### src/rtl/core/at_ipd_pkg.sv
// Shared types, constants and a helper function for the +IPD frame parser.
package at_ipd_pkg;

    localparam logic [7:0] CH_PLUS  = 8'h2B;
    localparam logic [7:0] CH_MINUS = 8'h2D;
    localparam logic [7:0] CH_COMMA = 8'h2C;
    localparam logic [7:0] CH_COLON = 8'h3A;
    localparam logic [7:0] CH_SPACE = 8'h20;
    localparam logic [7:0] CH_TAB   = 8'h09;
    localparam logic [7:0] CH_CR    = 8'h0D;
    localparam logic [7:0] CH_ZERO  = 8'h30;
    localparam logic [7:0] CH_NINE  = 8'h39;

    localparam int unsigned PREFIX_LEN = 5;
    localparam logic [2:0] PREFIX_LAST = 3'(PREFIX_LEN - 1);

    localparam logic [15:0] NUM_SAT = 16'hFFFF;
    localparam logic [7:0]  ID_SAT  = 8'hFF;

    localparam logic [7:0]  MAX_LINK_ID_RESET   = 8'd4;
    localparam logic [15:0] PAYLOAD_LIMIT_RESET = 16'd256;

    localparam int unsigned APB_AW = 3;
    localparam int unsigned APB_DW = 32;

    localparam logic REG_MAX_LINK_ID   = 1'b0;
    localparam logic REG_PAYLOAD_LIMIT = 1'b1;

    typedef enum logic [1:0] {
        PH_HUNT    = 2'd0,
        PH_NUMBER  = 2'd1,
        PH_PAYLOAD = 2'd2
    } phase_t;

    typedef enum logic [1:0] {
        KIND_HEADER  = 2'd0,
        KIND_PAYLOAD = 2'd1,
        KIND_ERROR   = 2'd2
    } kind_t;

    typedef struct packed {
        logic has_digit;
        logic stopped;
        logic negative;
        logic started;
    } nflags_t;

    typedef struct packed {
        logic [15:0] num;
        nflags_t     flags;
    } num_upd_t;

    typedef struct packed {
        logic [7:0]  max_link_id;
        logic [15:0] payload_limit;
    } cfg_t;

    typedef struct packed {
        logic        valid;
        kind_t       kind;
        logic [7:0]  link_id;
        logic        has_id;
        logic [15:0] frame_length;
        logic [7:0]  payload_byte;
        logic        last;
    } res_t;

    function automatic logic [7:0] prefix_char(input logic [2:0] idx);
        logic [7:0] ch;
        unique case (idx)
            3'd0:    ch = CH_PLUS;
            3'd1:    ch = 8'h49;
            3'd2:    ch = 8'h50;
            3'd3:    ch = 8'h44;
            3'd4:    ch = CH_COMMA;
            default: ch = 8'h00;
        endcase
        return ch;
    endfunction

endpackage

### src/rtl/core/at_ipd_cfg.sv
// APB register file holding the link id bound and the payload limit.
module at_ipd_cfg
    import at_ipd_pkg::*;
(
    input  logic              clk,
    input  logic              rst_n,
    input  logic              psel,
    input  logic              penable,
    input  logic              pwrite,
    input  logic [APB_AW-1:0] paddr,
    input  logic [APB_DW-1:0] pwdata,
    output logic [APB_DW-1:0] prdata,
    output logic              pready,
    output cfg_t              cfg
);

    logic [7:0]  max_link_id_reg;
    logic [15:0] payload_limit_reg;
    logic        wr_en;

    assign pready = 1'b1;
    assign wr_en  = psel && penable && pwrite && pready;

    // The byte offset within a word is ignored; bit 2 selects the register.
    always_ff @(posedge clk or negedge rst_n)
    begin
        if (!rst_n)
        begin
            max_link_id_reg   <= MAX_LINK_ID_RESET;
            payload_limit_reg <= PAYLOAD_LIMIT_RESET;
        end
        else if (wr_en)
        begin
            unique case (paddr[2])
                REG_MAX_LINK_ID:   max_link_id_reg   <= pwdata[7:0];
                REG_PAYLOAD_LIMIT: payload_limit_reg <= pwdata[15:0];
                default:           ;
            endcase
        end
    end

    always_comb
    begin
        unique case (paddr[2])
            REG_MAX_LINK_ID:   prdata = {24'd0, max_link_id_reg};
            REG_PAYLOAD_LIMIT: prdata = {16'd0, payload_limit_reg};
            default:           prdata = '0;
        endcase
    end

    assign cfg.max_link_id   = max_link_id_reg;
    assign cfg.payload_limit = payload_limit_reg;

endmodule

### src/rtl/core/at_ipd_core.sv
// Parser state and the combinational next-state and result logic for one byte.
module at_ipd_core
    import at_ipd_pkg::*;
(
    input  logic       clk,
    input  logic       rst_n,
    input  logic       fire,
    input  logic [7:0] rx_byte,
    input  cfg_t       cfg,
    output res_t       res
);

    phase_t      phase_reg,  phase_next;
    logic [2:0]  pfx_reg,    pfx_next;
    logic [15:0] first_reg,  first_next;
    logic [15:0] second_reg, second_next;
    nflags_t     flags_reg,  flags_next;
    logic        comma_reg,  comma_next;
    logic [15:0] rem_reg,    rem_next;

    logic [2:0]  pfx_idx;
    logic [15:0] len;
    logic [15:0] count;
    logic [15:0] left;
    num_upd_t    upd;

    // One character of atoi-style number text.
    function automatic num_upd_t feed_digit(input logic [7:0] c, input logic [15:0] num,
                                            input nflags_t f);
        num_upd_t   r;
        logic [19:0] prod;
        logic        blank;
        r.num   = num;
        r.flags = f;
        prod    = {4'd0, num} * 20'd10 + {16'd0, c[3:0]};
        blank   = (c == CH_SPACE) || (c >= CH_TAB && c <= CH_CR);
        if (!f.stopped)
        begin
            priority if (c >= CH_ZERO && c <= CH_NINE)
            begin
                r.num             = (prod > {4'd0, NUM_SAT}) ? NUM_SAT : prod[15:0];
                r.flags.started   = 1'b1;
                r.flags.has_digit = 1'b1;
            end
            else if (f.started)
                r.flags.stopped = 1'b1;
            else if (blank)
                r.flags = f;
            else if (c == CH_PLUS)
                r.flags.started = 1'b1;
            else if (c == CH_MINUS)
            begin
                r.flags.started  = 1'b1;
                r.flags.negative = 1'b1;
            end
            else
                r.flags.stopped = 1'b1;
        end
        return r;
    endfunction

    always_ff @(posedge clk or negedge rst_n)
    begin
        if (!rst_n)
        begin
            phase_reg  <= PH_HUNT;
            pfx_reg    <= '0;
            first_reg  <= '0;
            second_reg <= '0;
            flags_reg  <= '0;
            comma_reg  <= 1'b0;
            rem_reg    <= '0;
        end
        else if (fire)
        begin
            phase_reg  <= phase_next;
            pfx_reg    <= pfx_next;
            first_reg  <= first_next;
            second_reg <= second_next;
            flags_reg  <= flags_next;
            comma_reg  <= comma_next;
            rem_reg    <= rem_next;
        end
    end

    assign pfx_idx = (pfx_reg > PREFIX_LAST) ? 3'd0 : pfx_reg;
    assign upd     = feed_digit(rx_byte, comma_reg ? second_reg : first_reg, flags_reg);
    assign left    = (rem_reg != 16'd0) ? rem_reg - 16'd1 : 16'd0;

    always_comb
    begin
        len = comma_reg ? second_reg : first_reg;
        if (flags_reg.negative || !flags_reg.has_digit)
            len = '0;
    end

    assign count = (len < cfg.payload_limit) ? len : cfg.payload_limit;

    always_comb
    begin
        phase_next  = phase_reg;
        pfx_next    = pfx_reg;
        first_next  = first_reg;
        second_next = second_reg;
        flags_next  = flags_reg;
        comma_next  = comma_reg;
        rem_next    = rem_reg;
        res         = '0;

        unique case (phase_reg)
            PH_PAYLOAD:
            begin
                res.valid        = 1'b1;
                res.kind         = KIND_PAYLOAD;
                res.payload_byte = rx_byte;
                res.last         = (left == 16'd0);
                rem_next         = left;
                if (left == 16'd0)
                begin
                    phase_next  = PH_HUNT;
                    pfx_next    = '0;
                    first_next  = '0;
                    second_next = '0;
                    flags_next  = '0;
                    comma_next  = 1'b0;
                end
            end
            PH_NUMBER:
            begin
                priority if (rx_byte == CH_COLON)
                begin
                    res.valid   = 1'b1;
                    phase_next  = PH_HUNT;
                    pfx_next    = '0;
                    first_next  = '0;
                    second_next = '0;
                    flags_next  = '0;
                    comma_next  = 1'b0;
                    rem_next    = '0;
                    if (comma_reg && (first_reg > {8'd0, cfg.max_link_id}))
                    begin
                        res.kind    = KIND_ERROR;
                        res.link_id = (first_reg > {8'd0, ID_SAT}) ? ID_SAT
                                                                   : first_reg[7:0];
                        res.has_id  = 1'b1;
                        res.last    = 1'b1;
                    end
                    else
                    begin
                        res.kind         = KIND_HEADER;
                        res.link_id      = comma_reg ? first_reg[7:0] : 8'd0;
                        res.has_id       = comma_reg;
                        res.frame_length = len;
                        res.last         = (count == 16'd0);
                        if (count != 16'd0)
                        begin
                            phase_next = PH_PAYLOAD;
                            rem_next   = count;
                        end
                    end
                end
                else if (rx_byte == CH_COMMA && !comma_reg)
                begin
                    // A negative nonzero id can never be valid, so pin it high.
                    if (flags_reg.negative && first_reg != 16'd0)
                        first_next = NUM_SAT;
                    comma_next  = 1'b1;
                    flags_next  = '0;
                    second_next = '0;
                end
                else
                begin
                    flags_next = upd.flags;
                    if (comma_reg)
                        second_next = upd.num;
                    else
                        first_next = upd.num;
                end
            end
            default:
            begin
                if (rx_byte == prefix_char(pfx_idx))
                begin
                    if (pfx_idx == PREFIX_LAST)
                    begin
                        phase_next  = PH_NUMBER;
                        pfx_next    = '0;
                        first_next  = '0;
                        second_next = '0;
                        flags_next  = '0;
                        comma_next  = 1'b0;
                        rem_next    = '0;
                    end
                    else
                        pfx_next = pfx_idx + 3'd1;
                end
                else
                    pfx_next = (rx_byte == CH_PLUS) ? 3'd1 : 3'd0;
            end
        endcase
    end

endmodule

### src/rtl/core/at_ipd_frame_parser.sv
// Top level of the +IPD frame parser: input register, parser core, result register.
//
//  Channel   Handshake             Payload
//  --------  --------------------  ------------------------------------------------
//  in        in_valid / in_stall   rx_byte
//  out       out_valid / out_stall kind, link_id, has_id, frame_length,
//                                  payload_byte, last
//  cfg       APB psel/penable      paddr, pwdata, prdata (max_link_id, payload_limit)
//
// A byte passes the input register, which takes it when it is accepted, and then the
// result register, which loads its result once the output is not held by out_stall.
// Unless stalled, one byte is accepted every cycle; the parser advances once per byte.
// While a result waits on out_stall, one more byte is held in the input register.
// Reset returns the parser to prefix hunting and the registers to 4 and 256.
module at_ipd_frame_parser
    import at_ipd_pkg::*;
(
    input  logic              clk,
    input  logic              rst_n,
    input  logic              in_valid,
    output logic              in_stall,
    input  logic [7:0]        rx_byte,
    output logic              out_valid,
    input  logic              out_stall,
    output logic [1:0]        kind,
    output logic [7:0]        link_id,
    output logic              has_id,
    output logic [15:0]       frame_length,
    output logic [7:0]        payload_byte,
    output logic              last,
    input  logic              psel,
    input  logic              penable,
    input  logic              pwrite,
    input  logic [APB_AW-1:0] paddr,
    input  logic [APB_DW-1:0] pwdata,
    output logic [APB_DW-1:0] prdata,
    output logic              pready
);

    cfg_t       cfg;
    res_t       res;
    res_t       out_reg;
    logic       in_vld_reg, in_vld_next;
    logic       out_vld_reg, out_vld_next;
    logic [7:0] byte_reg;
    logic       out_free;
    logic       fire;
    logic       accept;

    at_ipd_cfg u_cfg (
        .clk     (clk),
        .rst_n   (rst_n),
        .psel    (psel),
        .penable (penable),
        .pwrite  (pwrite),
        .paddr   (paddr),
        .pwdata  (pwdata),
        .prdata  (prdata),
        .pready  (pready),
        .cfg     (cfg)
    );

    at_ipd_core u_core (
        .clk     (clk),
        .rst_n   (rst_n),
        .fire    (fire),
        .rx_byte (byte_reg),
        .cfg     (cfg),
        .res     (res)
    );

    assign out_free = !out_vld_reg || !out_stall;
    assign fire     = in_vld_reg && out_free;
    assign in_stall = in_vld_reg && !out_free;
    assign accept   = in_valid && !in_stall;

    always_comb
    begin
        in_vld_next = in_vld_reg;
        if (accept)
            in_vld_next = 1'b1;
        else if (fire)
            in_vld_next = 1'b0;

        out_vld_next = out_vld_reg;
        if (fire && res.valid)
            out_vld_next = 1'b1;
        else if (out_vld_reg && !out_stall)
            out_vld_next = 1'b0;
    end

    always_ff @(posedge clk or negedge rst_n)
    begin
        if (!rst_n)
        begin
            in_vld_reg  <= 1'b0;
            out_vld_reg <= 1'b0;
        end
        else
        begin
            in_vld_reg  <= in_vld_next;
            out_vld_reg <= out_vld_next;
        end
    end

    always_ff @(posedge clk)
    begin
        if (accept)
            byte_reg <= rx_byte;
        if (fire && res.valid)
            out_reg <= res;
    end

    assign out_valid    = out_vld_reg;
    assign kind         = out_reg.kind;
    assign link_id      = out_reg.link_id;
    assign has_id       = out_reg.has_id;
    assign frame_length = out_reg.frame_length;
    assign payload_byte = out_reg.payload_byte;
    assign last         = out_reg.last;

    // The input side only backs up behind a result that is being held.
    a_stall_cause: assert property (@(posedge clk) disable iff (!rst_n)
        in_stall |-> (out_valid && out_stall))
        else $error("input stalled without a held result");

    // A held result must not be overwritten by the next byte.
    a_no_overwrite: assert property (@(posedge clk) disable iff (!rst_n)
        (out_valid && out_stall) |-> !fire)
        else $error("parser advanced while result was held");

    a_error_form: assert property (@(posedge clk) disable iff (!rst_n)
        (out_valid && kind == KIND_ERROR) |-> (last && has_id && frame_length == 16'd0))
        else $error("malformed link id error result");

    a_payload_form: assert property (@(posedge clk) disable iff (!rst_n)
        (out_valid && kind == KIND_PAYLOAD) |-> (!has_id && link_id == 8'd0
                                                 && frame_length == 16'd0))
        else $error("payload result carries header fields");

    a_kind_code: assert property (@(posedge clk) disable iff (!rst_n)
        out_valid |-> (kind == KIND_HEADER || kind == KIND_PAYLOAD || kind == KIND_ERROR))
        else $error("undefined result kind");

endmodule

### config.mk
export PLATFORM = sky130hd
export DESIGN_NAME = at_ipd_frame_parser
export DESIGN_NICKNAME = d
export VERILOG_FILES = /design/src/rtl/core/at_ipd_pkg.sv /design/src/rtl/core/at_ipd_cfg.sv /design/src/rtl/core/at_ipd_core.sv /design/src/rtl/core/at_ipd_frame_parser.sv
export SDC_FILE = /design/constraint.sdc
export NUM_CORES = 1
export LEC_CHECK = 0
export ABC_AREA = 0
export CAP_MARGIN = 20
export CORE_ASPECT_RATIO = 0.5
export CORE_MARGIN = 3
export CORE_UTILIZATION = 64
export CTS_BUF_LIST = sky130_fd_sc_hd__clkbuf_8
export CTS_CLUSTER_DIAMETER = 50
export DETAILED_ROUTE_END_ITERATION = 7
export DONT_BUFFER_PORTS = 1
export PLACE_DENSITY = 0.83
export SLEW_MARGIN = 20
export SYNTH_ARGS = -nofsm -noshare
export SYNTH_HDL_FRONTEND = slang
export SYNTH_HIERARCHICAL = 1
export SYNTH_SLANG_ARGS = --single-unit
### constraint.sdc
create_clock -name clk -period 7 [get_ports clk]
set_input_delay 1.75 -clock clk [delete_from_list [all_inputs] [get_ports clk]]
set_output_delay 1.75 -clock clk [all_outputs]
set_load 0.05 [all_outputs]
==> results of run 1 <==
-- per-layer routing --
layer,up-vias,global-route usage [%],part of all wire [%]
li1,3469,-,-
met1,3707,43.8,44
met2,452,44.8,43
met3,54,7.20,11
met4,0,9.50,2.0
met5,-,0,0
-- layout make-up --
type	instances	area [um2]	share of cell area, %
clock buffer	17	234	2.46
timing repair buffer	14	125	1.32
sequential	128	3430	36.1
tap	186	233	2.45
clock inverter	15	156	1.65
multi-input combinational	725	5090	53.6
inverter	62	233	2.45
-- cell usage after synthesis (15+ instances only) --
library cell	instances	share of area, %
nor4_1	18	1.3
mux2i_1	15	1.7
and2_1	24	1.7
nor3_1	36	2.0
xnor2_1	16	1.6
a22o_1	22	2.1
ha_1	63	8.8
nor2_1	96	4.0
nand3_1	24	1.3
clkbuf_1	27	1.1
nand4_1	21	1.5
nand2_1	48	2.0
mux2_2	34	4.3
o21ai_0	47	2.6
edfxtp_1	44	15
dfrtp_1	82	23
inv_1	62	2.6
buf_4	19	1.6
a21oi_1	53	3.0
-- how the worst min path moves through the flow --
stage	cells after the start	slack (ps)	endpoint	startpoint
2_1_floorplan	2	440	u_core/second_reg[1]	u_core/second_reg[1]
6_report	2	480	u_core/second_reg[1]	u_core/second_reg[1]
3_3_place_gp	2	460	u_core/second_reg[1]	u_core/second_reg[1]
5_1_grt	1	520	u_core/second_reg[10]	u_core/second_reg[10]
4_1_cts	2	480	u_core/second_reg[1]	u_core/second_reg[1]
3_5_place_dp	2	470	u_core/second_reg[1]	u_core/second_reg[1]
-- per-stage QoR --
stage	setup slack, ps	total power [W]	instances	hold WS (ps)
2_1_floorplan	2040	0.00105	971	444
3_5_place_dp	1620	0.00109	1115	467
6_report	1450	0.00172	1147	480
4_1_cts	1610	0.00173	1147	484
5_1_grt	936	0.00178	1147	523
3_3_place_gp	1760	0.00108	1114	459
-- kinds of logic (layout without fill, tap and decap cells) --
kind of cell	Yosys count	in the layout	synth area share, %
AOI/OAI and AO/OA	215	215	16.1
DFF	128	128	38.1
adders and majority gates	65	65	9.22
muxes	59	59	7.60
and+or+nand+nor	341	341	20.2
other	2	17	0.0836
buffers and inverters	118	108	5.91
xor gates and xnor gates	28	28	2.73
-- report_power, final --
group / internal, W / switching [W] / total [W]
clock network: 0.000320 / 0.000326 / 0.000646
registers: 0.000807 / 0.0000513 / 0.000858
logic: 0.0000730 / 0.000147 / 0.000220
total: 0.00120 / 0.000524 / 0.00172
-- critical path: stages (launching register included) --
cell and delay, ps:
dfrtp_1 330, buf_4 340, mux2_2 480, ha_1 300, ha_1 220, inv_1 70
fa_1 460, nand3b_1 190, o21ai_0 290, nor4bb_1 420, nand3_1 170, nor4b_1 480
nand2_1 130, xor2_1 820, nand4_1 360, a32o_1 350
==> results.md, run 1 <==
Status:
- The flow ran to the end, and the final reports show no timing, DRC or antenna violations.

Setup path:
- The peak fanout along the critical path is 25.
- Data on the critical path arrives at its endpoint at 5880 ps.
- STA classifies the critical path endpoint as a register.
- The setup slack on the worst flop-to-flop path is between 1000 and 1500 ps.
- The critical path class is register to register.
- The worst register-to-register path ends at u_core/first_reg[7].
- The launching element type of the critical path is a register.
- In this run the critical register-to-register path is launched from u_core/comma_reg.
- In this run the worst setup path terminates at u_core/first_reg[7].
- The logic depth of the worst register-to-register path is 15.
- The critical path starts at u_core/comma_reg.
- The required arrival time at the worst endpoint is 7330 ps.

Global route:
- The number of antenna violations at the first check in global routing is 0.
- The total congestion overflow after global routing is 0.
- Entering global routing, the biggest net connects 85 pins.
- The first global-routing pass estimated between 30 and 40 mm of wire.
- Global routing used roughly 30% of the available tracks across all layers.
- The number of global-route vias before repair is about 7,000.

Job:
- The number of maximum-capacitance violations is 0.

Synthesis:
- After synthesis, the mean cell area works out to approximately 9.4 um2.
- The total standard cell area after synthesis is approximately 0.0090 mm2.
- The synthesized design contains between 100 and 150 register bits.
- The predominant post-synthesis flop cell is dfrtp_1.
- The number of distinct standard cells referenced by the synthesized netlist is 73.
- The cell count after synthesis is roughly 960.
- Yosys printed 6 warnings.
- Of the synthesized area, sequential elements account for roughly two fifths.
- The number of synthesized flops with an enable pin is 44.
- In the synthesized netlist the async set-or-reset flop fraction comes to around two thirds.

Power:
- VDD sags by at most roughly 0.00013 V.
- The cell leakage power is 4.08 nW.
- The ratio of total power to cell area is 181 mW/mm2.

Floorplanning:
- The number of placement rows is 29.
- The starting density of the core is between 60% and 70%.
- From bottom edge to top edge, the die measures 89.8 um.
- The die covers 0.0156 mm2.
- The die span in x is between 150 and 200 um.
- The placeable core region is between 0.01 and 0.015 mm2.
- In this run the count of I/O pins placed on the die edge is approximately 120.

Timing:
- The total count of hold-check failures in the final report came to 0.
- The worst pin sits at a relative slew slack of between 30% and 40%.
- The fmax is approximately 180 MHz.
- Counting I/O delays and the setup requirement, the final critical path takes 5550 ps.
- For the final routed database, the setup TNS stands at 0 ps.
- Setup repair after global routing left no endpoint under its margin.
- The maximum clock skew at final layout is 18.5 ps.
- Dividing the final minimum period by the clock period gives 79.3%.
- The count of final max-slew check failures is 0.
- At the pin with the least slew margin, the transition time is 1030 ps.
- The final count of negative-setup-slack endpoints is 0.

Clock tree:
- The CTS tree is yes.
- Post-CTS repair changed the size of 0 cells.
- The count of buffers added by post-CTS timing repair for setup is 0.
- The clock-pin slew on the worst setup and hold paths is approximately 80 ps.
- The H-tree generated during clock tree synthesis spans 4 levels.
- The number of buffers created by CTS is 17.
- No sink is reached through more buffers than the 2 on the longest clock path.
- The total number of clock tree sinks is approximately 130.
- Clock tree synthesis selected as its root buffer the cell clkbuf_8.
- Clock latency on the worst-skew pair, taken at its later pin, is 450 ps.
- The number of hold buffers added after CTS was 0.

Placement:
- The placed cell area is between 0.009 and 0.01 mm2.
- Routability-driven placement finished with a final weighted congestion of roughly 0.96.
- After legalization and detailed placement, the total HPWL measured 17.2 mm.
- In this run the tool buffered the top-level ports with 0 buffer cells.

Cells and area:
- The finished layout cell area is approximately 0.0095 mm2.
- The fraction of layout cells with a size suffix above 1 is 11.9%.
- Fill cells in the final layout number 966.
- At the end of the flow, the number of nets in the layout was 1,063.
- The library cell used most frequently in the layout, excluding fill and tap cells, is nor2_1.
- Relative to the synthesized area, the layout overhead comes to 5.77%.
- The library cells used most frequently in the layout, excluding fill and tap cells, are nor2_1 (96), dfrtp_1 (82), ha_1 (63), inv_1 (62), a21oi_1 (52).
- The fraction of the core area covered by cells at the end of the flow is between 70 and 80%.
- The number of antenna diodes is 0.

Detailed routing:
- After the first detailed-routing iteration, the DRC count stood at around 1,100.
- Dividing the detail-routed wire length by the instance count gives between 20 and 25 um.
- For this run, the detailed router's first-pass iteration total came to 7.
- In the routed design, unresolved DRC markers number 0.
- For this block, the routed nets add up to between 20 and 25 mm of wire.
- Using the TritonRoute via totals, the vias-per-cell ratio works out to 6.70.
- The routed layout has slightly below 8,000 vias.
- The remaining antenna violation count is 0.

Worst hold path:
- The path class of the tightest hold or removal check is register to register.
(Power assumes the default switching activity.)
==> run 2: changes to the inputs <==
--- a/config.mk
+++ b/config.mk
@@ -5,7 +5,7 @@
 export SDC_FILE = /design/constraint.sdc
 export NUM_CORES = 1
 export LEC_CHECK = 0
-export ABC_AREA = 0
+export ABC_AREA = 1
 export CAP_MARGIN = 20
 export CORE_ASPECT_RATIO = 0.5
 export CORE_MARGIN = 3
==> constraint.sdc (replaced) <==
create_clock -name clk -period 5.5 [get_ports clk]
set_input_delay 1.375 -clock clk [delete_from_list [all_inputs] [get_ports clk]]
set_output_delay 1.375 -clock clk [all_outputs]
set_load 0.05 [all_outputs]
==> run 2 against run 1 <==
Compared with the run above:
- cell count is 34% higher
- count of clock-buffer cells in the layout increased by 2
- register-to-register slack worse by 610 ps
- synthesized cell count grew 40%
- critical path depth rose by 11
- die area is 7.4% higher
- utilization is 2.9 points lower
- wire length up 3.2%
- first-iteration DRC count fell by 13%
- clock skew grew 0.60 ps
- largest cell class unchanged
- highest routed layer unchanged
==> results.md, run 2 <==
Status:
- Outcome: completed (unchanged).

Synthesis:
- The predominant post-synthesis flop cell is dfrtp_1 (unchanged).
- The total standard cell area after synthesis is 0.00969 mm2 (was 0.00898 mm2).
- The synthesized area per cell is 7.26 um2 (was 9.40 um2).
- The cell count after synthesis is 1,335 (was 956).
- The proportion of synthesized flip-flops having asynchronous set or reset came to 65.6% (unchanged).
- The fraction of post-synthesis cell area in the top cell type by area is 21.2% (was 22.8%).
- The post-synthesis sequential element count was 128 (unchanged).
- The count of warnings emitted by yosys is 6 (unchanged).
- The number of distinct standard cells referenced by the synthesized netlist is 54 (was 73).
- The largest area contributor in the netlist is dfrtp_1 (unchanged).
- The number of synthesized flops with an enable pin was 44 (unchanged).
- Most common library cells after synthesis: nand2_1 (393), inv_1 (158), nand3_1 (132), nor2_1 (91), dfrtp_1 (82) (was nor2_1 (96), dfrtp_1 (82), ha_1 (63), inv_1 (62), a21oi_1 (53)).
- The cell with the most instances after synthesis is nand2_1 (was nor2_1).
- The sequential area share after synthesis is 35.4% (was 38.1%).
- Top area cells in the synthesized netlist: dfrtp_1 (21%), nand2_1 (15%), edfxtp_1 (14%) (was dfrtp_1 (23%), edfxtp_1 (15%), ha_1 (8.8%)).

Clock tree:
- The number of gates resized after cts came to 0 (unchanged).
- The clock-pin slew on the worst setup and hold paths was 90 ps (was 80 ps).
- The total number of H-tree levels is 4 (unchanged).
- The hold-fix buffer count after cts came to 0 (unchanged).
- The count of buffers added by post-CTS timing repair for setup is 0 (unchanged).
- The number of buffers created by CTS is 17 (unchanged).
- The CTS tree is yes (unchanged).
- The total number of clock tree sinks is 128 (unchanged).
- The clock root buffer was clkbuf_8 (unchanged).
- The latest clock arrival within the worst-skew pair came to 450 ps (about the same).
- The maximum root-to-sink buffer count is 2 (unchanged).

Timing:
- The actual slew at the worst max-slew pin is 1000 ps (was 1030 ps).
- The count of final max-slew check failures is 0 (unchanged).
- The final critical-path share of the clock period is 84.8% (was 79.3%).
- The total count of hold-check failures in the final report is 0 (unchanged).
- The final count of negative-setup-slack endpoints is 0 (unchanged).
- The worst max-slew margin expressed relative to the limit came to 33.0% (was 31.2%).
- Unrepaired setup endpoints after global routing: false (unchanged).
- The post-route minimum period is 4660 ps (was 5550 ps).
- The setup TNS is 0 ps (unchanged).
- The maximum clock skew at final layout is 19.1 ps (was 18.5 ps).
- The final worst slack is 836 ps (was 1450 ps).
- The fmax is 214 MHz (was 180 MHz).

Cells and area:
- The final-layout fill cell count is 1,206 (was 966).
- The area taken by flip-flops and latches is 0.00343 mm2 (unchanged).
- The fraction of layout cells with a size suffix above 1 came to 10.5% (was 11.9%).
- The final layout net count is 1,440 (was 1,063).
- The area overhead of the layout relative to synthesis was 4.55% (was 5.77%).
- The fraction of the core area covered by cells at the end of the flow came to 69.3% (was 72.1%).
- The number of antenna diodes is 0 (unchanged).
- Most frequent cells in the layout: nand2_1 (393), inv_1 (158), nand3_1 (132), nor2_1 (90), dfrtp_1 (82) (was nor2_1 (96), dfrtp_1 (82), ha_1 (63), inv_1 (62), a21oi_1 (52)).
- The total area of multi-input combinational cells is 0.00533 mm2 (was 0.00509 mm2).
- The most common library cell in the layout ignoring fill and taps is nand2_1 (was nor2_1).

Setup path:
- The arrival time at the worst endpoint is 5000 ps (was 5880 ps).
- The category of the worst setup path capture point is a register (unchanged).
- The worst-path cell with the longest stage delay is o21ai_0 (was xor2_1).
- The setup slack on the worst flop-to-flop path was 840 ps (was 1450 ps).
- The endpoint of the most critical register-to-register path is u_core/first_reg[0] (was u_core/first_reg[7]).
- The capture point of the worst path is u_core/first_reg[0] (was u_core/first_reg[7]).
- The required arrival time at the worst endpoint came to 5840 ps (was 7330 ps).
- The origin of the worst setup path is u_core/comma_reg (unchanged).
- The most repeated library cell on the critical path was nand2_1 (was ha_1).
- The biggest cell delay along the critical path is 570 ps (was 820 ps).
- The critical path class is register to register (unchanged).
- The launching element type of the critical path is a register (unchanged).
- The peak fanout along the critical path is 17 (was 25).
- The beginning of the worst register-to-register path is u_core/comma_reg (unchanged).
- The logic depth of the worst register-to-register path is 26 (was 15).

Global route:
- The overall track demand over capacity in global routing is 29.0% (was 30.2%).
- The met2 layer usage reported by global route is 46.5% (was 44.8%).
- The wire length of the first global-routing pass is 39.2 mm (was 38.0 mm).
- The number of global-route vias before repair was 8,039 (was 7,194).
- The total congestion overflow after global routing is 0 (unchanged).
- The number of antenna violations at the first check in global routing was 0 (unchanged).
- The maximum number of pins on one net before global-route repair came to 85 (unchanged).
- The met1 usage is 38.7% (was 43.8%).
- The layer carrying the most global-route usage is met2 (unchanged).
- The global routing usage on met3 was 8.74% (was 7.20%).

Placement:
- The final weighted congestion in routability-driven placement is 0.960 (was 0.958).
- The post-placement worst setup slack is 937 ps (was 1620 ps).
- The number of buffer cells added on primary ports is 0 (unchanged).
- The placed wire-length estimate after detailed placement was 18.3 mm (was 17.2 mm).

Detailed routing:
- The number of vias per cell is 5.76 (was 6.70).
- The DRC violation total after the first TritonRoute iteration is 914 (was 1,056).
- The first-pass iteration count of the detailed router came to 5 (was 7).
- The remaining antenna violation count came to 0 (unchanged).
- The total via count in the routed design came to 8,855 (was 7,682).
- The wire length after detailed routing is 24.3 mm (was 23.6 mm).
- The DRC violation count after routing came to 0 (unchanged).
- The per-cell routed wire length is 15.8 um (was 20.6 um).

Floorplanning:
- The full die area is 0.0167 mm2 (was 0.0156 mm2).
- The placeable core region is 0.0146 mm2 (was 0.0132 mm2).
- The number of placement rows was 31 (was 29).
- The die span in x was 180 um (was 174 um).
- The top-level port count was 121 (unchanged).
- The die outline height is 93 um (was 89.8 um).
- The starting density of the core is 66.3% (was 68.2%).

Job:
- The number of maximum-capacitance violations is 0 (unchanged).

Worst hold path:
- The class of the tightest hold or removal check is register to register (unchanged).
-- run 2: changes by cell type after synthesis, moves of 15 or more --
cell     change
o21ai_0     +23
nand2_1    +345
a22o_1      -22
mux2_2      -33
mux2i_1     -15
inv_1       +96
nand2_2     +15
xnor2_1     -16
nand3_1    +108
and2_1      -24
-- run 2: final cells by class --
cell class                      instances  share of cell area, %
Timing Repair Buffer                   11                  0.815
Tap cell                              198                   2.45
Multi-Input combinational cell        993                   52.6
Sequential cell                       128                   33.8
Clock buffer                           19                   2.58
Clock inverter                         13                   1.25
Inverter                              174                   6.50
-- run 2: logic make-up after synthesis --
logic type,after synthesis,share of synthesized area [%]
AND/OR/NAND/NOR,748,35.5
buffers and inverters,229,10.3
AO/OA/AOI/OAI,143,7.93
flip-flops,128,35.4
adder cells (fa/ha/maj),65,8.55
XOR/XNOR,19,2.14
other,2,0.0775
multiplexers,1,0.116
-- run 2: per-stage QoR --
step	std cells	area [um2]	hold WS, ps
after CTS	1536	10100	482
final	1536	10100	480
after global placement	1504	9740	454
after floorplan	1350	9740	441
after detailed placement	1504	9740	459
after global routing	1536	10100	506
-- run 2: metal layers --
layer | wire length (um) | vias to the layer above
li1 | - | 4287
met1 | 10600 | 4130
met2 | 11000 | 387
met3 | 2360 | 51
met4 | 436 | 0
met5 | 0 | -
-- run 2: worst min-delay path by stage --
stage	endpoint	startpoint	slack [ps]	depth (start not counted)
global placement	u_core/second_reg[8]	u_core/second_reg[8]	450	2
detailed placement	u_core/second_reg[4]	u_core/second_reg[4]	460	2
CTS	u_core/second_reg[9]	u_core/second_reg[9]	480	2
floorplan	u_core/second_reg[15]	u_core/second_reg[15]	440	2
finish	u_core/second_reg[5]	u_core/second_reg[5]	480	2
global route	u_core/second_reg[0]	u_core/second_reg[0]	510	2
-- run 2: critical path, delay by kind of cell, from the launching register on --
family / cells / cell delay [ps]
and+or+nand+nor: 16 / 1830
buffers and inverters: 5 / 600
DFF: 1 / 390
adders and majority gates: 3 / 920
xor gates and xnor gates: 1 / 200
AOI/OAI and AO/OA: 1 / 570
Power of run 2 is left out: the tool's default activity adds up to more than one toggle a clock period on the data nets, which glitch-free logic cannot reach.
==> run 3: changes to the inputs <==
--- a/config.mk
+++ b/config.mk
@@ -9,7 +9,7 @@
 export CAP_MARGIN = 20
 export CORE_ASPECT_RATIO = 0.5
 export CORE_MARGIN = 3
-export CORE_UTILIZATION = 64
+export CORE_UTILIZATION = 61
 export CTS_BUF_LIST = sky130_fd_sc_hd__clkbuf_8
 export CTS_CLUSTER_DIAMETER = 50
 export DETAILED_ROUTE_END_ITERATION = 7
==> constraint.sdc (replaced) <==
create_clock -name clk -period 4.25 [get_ports clk]
set_input_delay 1.0625 -clock clk [delete_from_list [all_inputs] [get_ports clk]]
set_output_delay 1.0625 -clock clk [all_outputs]
set_load 0.05 [all_outputs]
==> run 3 against run 2 <==
Compared with the run above:
- design area is 3.2% higher
- setup slack worse by 690 ps
- die area is 4.7% higher
- utilization is 0.57 points higher
- register-to-register slack worse by 690 ps
- via count is 2.7% higher
- fmax is 14% higher
- highest routed layer unchanged
- sequential share of layout area is 1.1 points lower
- count of clock-buffer cells in the layout is 2 lower
==> results.md, run 3 (synthesized netlist as in run 2, its figures left out) <==
Status:
- Outcome: completed (unchanged).

Timing:
- The final count of negative-setup-slack endpoints is 0 (unchanged).
- The maximum clock skew at final layout is 15.1 ps (was 19.1 ps).
- The worst max-slew margin expressed relative to the limit was 34.8% (was 33.0%).
- The post-route minimum period came to 4110 ps (was 4660 ps).
- The total count of hold-check failures in the final report is 0 (unchanged).
- The final hold slack is 300 ps (was 480 ps).
- The fmax is 243 MHz (was 214 MHz).
- The final critical-path share of the clock period is 96.6% (was 84.8%).
- The count of final max-slew check failures is 0 (unchanged).
- The actual slew at the worst max-slew pin was 977 ps (was 1000 ps).

Clock tree:
- The latest clock arrival within the worst-skew pair is 440 ps (was 450 ps).
- The total number of H-tree levels is 4 (unchanged).
- The maximum root-to-sink buffer count is 2 (unchanged).
- The total number of clock tree sinks is 128 (unchanged).
- The number of buffers created by CTS came to 17 (unchanged).
- The CTS tree was yes (unchanged).
- The hold-fix buffer count after cts was 0 (unchanged).
- The clock root buffer is clkbuf_8 (unchanged).
- The clock-pin slew on the worst setup and hold paths was 90 ps (about the same).

Setup path:
- The peak fanout along the critical path is 16 (was 17).
- The worst-path cell with the longest stage delay is fa_2 (was o21ai_0).
- The category of the worst setup path capture point is a register (unchanged).
- The most repeated library cell on the critical path is nand2_1 (unchanged).
- The number of buffers and inverters on the critical path is 4 (was 5).
- The required arrival time at the worst endpoint is 4580 ps (was 5840 ps).
- The family with the most delay on the worst path was simple AND/OR/NAND/NOR gates (unchanged).
- The critical path class is register to register (unchanged).
- The biggest cell delay along the critical path is 490 ps (was 570 ps).
- The arrival time at the worst endpoint is 4440 ps (was 5000 ps).
- The launching element type of the critical path is a register (unchanged).
- The critical path goes through clkinv_4 > or2_2 > o21ai_2 > inv_2 > ha_1 > ha_1 > inv_1 > fa_2 > nor3b_1 > nand2_1 > nor2_2 > nand3_2 > nor2_2 > nand3_1 > nand2_1 > nand2_2 > nor2_8 > buf_12 > nand3_2 > nand2_1 > nand2_1 > nand2_1 > nand2_1.

Global route:
- The overall track demand over capacity in global routing is 28.6% (was 29.0%).
- The number of global-route vias before repair is 8,309 (was 8,039).
- The maximum number of pins on one net before global-route repair is 85 (unchanged).
- The total congestion overflow after global routing is 0 (unchanged).
- The number of antenna violations at the first check in global routing was 0 (unchanged).
- The wire length of the first global-routing pass is 40.1 mm (was 39.2 mm).

Placement:
- The placed wire-length estimate after detailed placement came to 18.8 mm (was 18.3 mm).
- The number of buffer cells added on primary ports is 0 (unchanged).
- The final weighted congestion in routability-driven placement came to 0.992 (was 0.960).

Detailed routing:
- The total via count in the routed design is 9,093 (was 8,855).
- The wire length after detailed routing is 25.7 mm (was 24.3 mm).
- The remaining antenna violation count came to 0 (unchanged).
- The DRC violation total after the first TritonRoute iteration is 991 (was 914).
- The per-cell routed wire length was 16.5 um (was 15.8 um).
- The DRC violation count after routing is 0 (unchanged).
- The first-pass iteration count of the detailed router was 6 (was 5).
- The number of vias per cell is 5.83 (was 5.76).

Floorplanning:
- The die outline height is 95.1 um (was 93 um).
- The top-level port count is 121 (unchanged).
- The number of placement rows came to 31 (unchanged).
- The placeable core region came to 0.0150 mm2 (was 0.0146 mm2).
- The full die area came to 0.0175 mm2 (was 0.0167 mm2).
- The die span in x was 184 um (was 180 um).
- The starting density of the core is 64.7% (was 66.3%).

Cells and area:
- The fraction of the core area covered by cells at the end of the flow was 69.8% (was 69.3%).
- The final layout net count came to 1,464 (was 1,440).
- Most frequent cells in the layout: nand2_1 (393), inv_1 (158), nand3_1 (132), nor2_1 (90), dfrtp_1 (82) (unchanged).
- The fraction of layout cells with a size suffix above 1 is 13.4% (was 10.5%).
- The most common library cell in the layout ignoring fill and taps is nand2_1 (unchanged).
- The area overhead of the layout relative to synthesis was 7.93% (was 4.55%).
- The number of antenna diodes is 0 (unchanged).

Worst hold path:
- The class of the tightest hold or removal check is input port to asynchronous set/reset pin (was register to register).

Job:
- The number of maximum-capacitance violations is 0 (unchanged).
run 3: cell type report:
class / instances / area [um2]
multi-input combinational: 993 / 5450
fill: 1151 / 4520
sequential: 128 / 3430
inverter: 174 / 663
timing repair buffer: 35 / 303
tap: 198 / 248
clock buffer: 17 / 234
clock inverter: 15 / 135
run 3: through the flow:
step	setup TNS (ps)	setup WS, ps	cell area [um2]	cells
after detailed placement	0	103	9840	1516
after floorplan	0	340	9740	1350
after global placement	0	220	9840	1516
final	0	142	10500	1560
after CTS	0	59.6	10200	1548
after global routing	-1550	-143	10500	1560
run 3: timing repair:
item	in CTS	in global routing
resized for setup	0	35
hold endpoints to repair	0	0
setup endpoints to repair	0	32
setup buffers	0	11
run 3: path summary, 6_finish.rpt:
kind,from,to,slack (ps),depth (start not counted)
worst min-delay path,rst_n,u_cfg/payload_limit_reg[6],300,0
worst min register to register,u_core/second_reg[11],u_core/second_reg[11],480,2
min in group clk,u_core/second_reg[11],u_core/second_reg[11],480,2
worst max-delay path,u_core/comma_reg,u_core/first_reg[5],140,23
max in group asynchronous,rst_n,u_cfg/payload_limit_reg[8],3760,0
worst max register to register,u_core/comma_reg,u_core/first_reg[5],140,23
run 3: per-layer routing:
layer / global-route usage [%] / wire, um / vias to the layer above
met3: 8.35 / 2830 / 58
met1: 37.3 / 10500 / 4202
li1: - / - / 4332
met2: 47.6 / 11800 / 501
met5: 0 / 0 / -
met4: 7.04 / 512 / 0
run 3: worst register-to-register path, cell delays in order, from the launching register on:
cell and delay [ps]:
dfrtp_1 450, clkinv_4 130, or2_2 320, o21ai_2 100, inv_2 70, ha_1 300, ha_1 210, inv_1 100
fa_2 490, nor3b_1 300, nand2_1 150, nor2_2 150, nand3_2 160, nor2_2 190, nand3_1 90, nand2_1 80
nand2_2 90, nor2_8 100, buf_12 160, nand3_2 120, nand2_1 70, nand2_1 50, nand2_1 80, nand2_1 50
Power of run 3 is left out for the same reason.
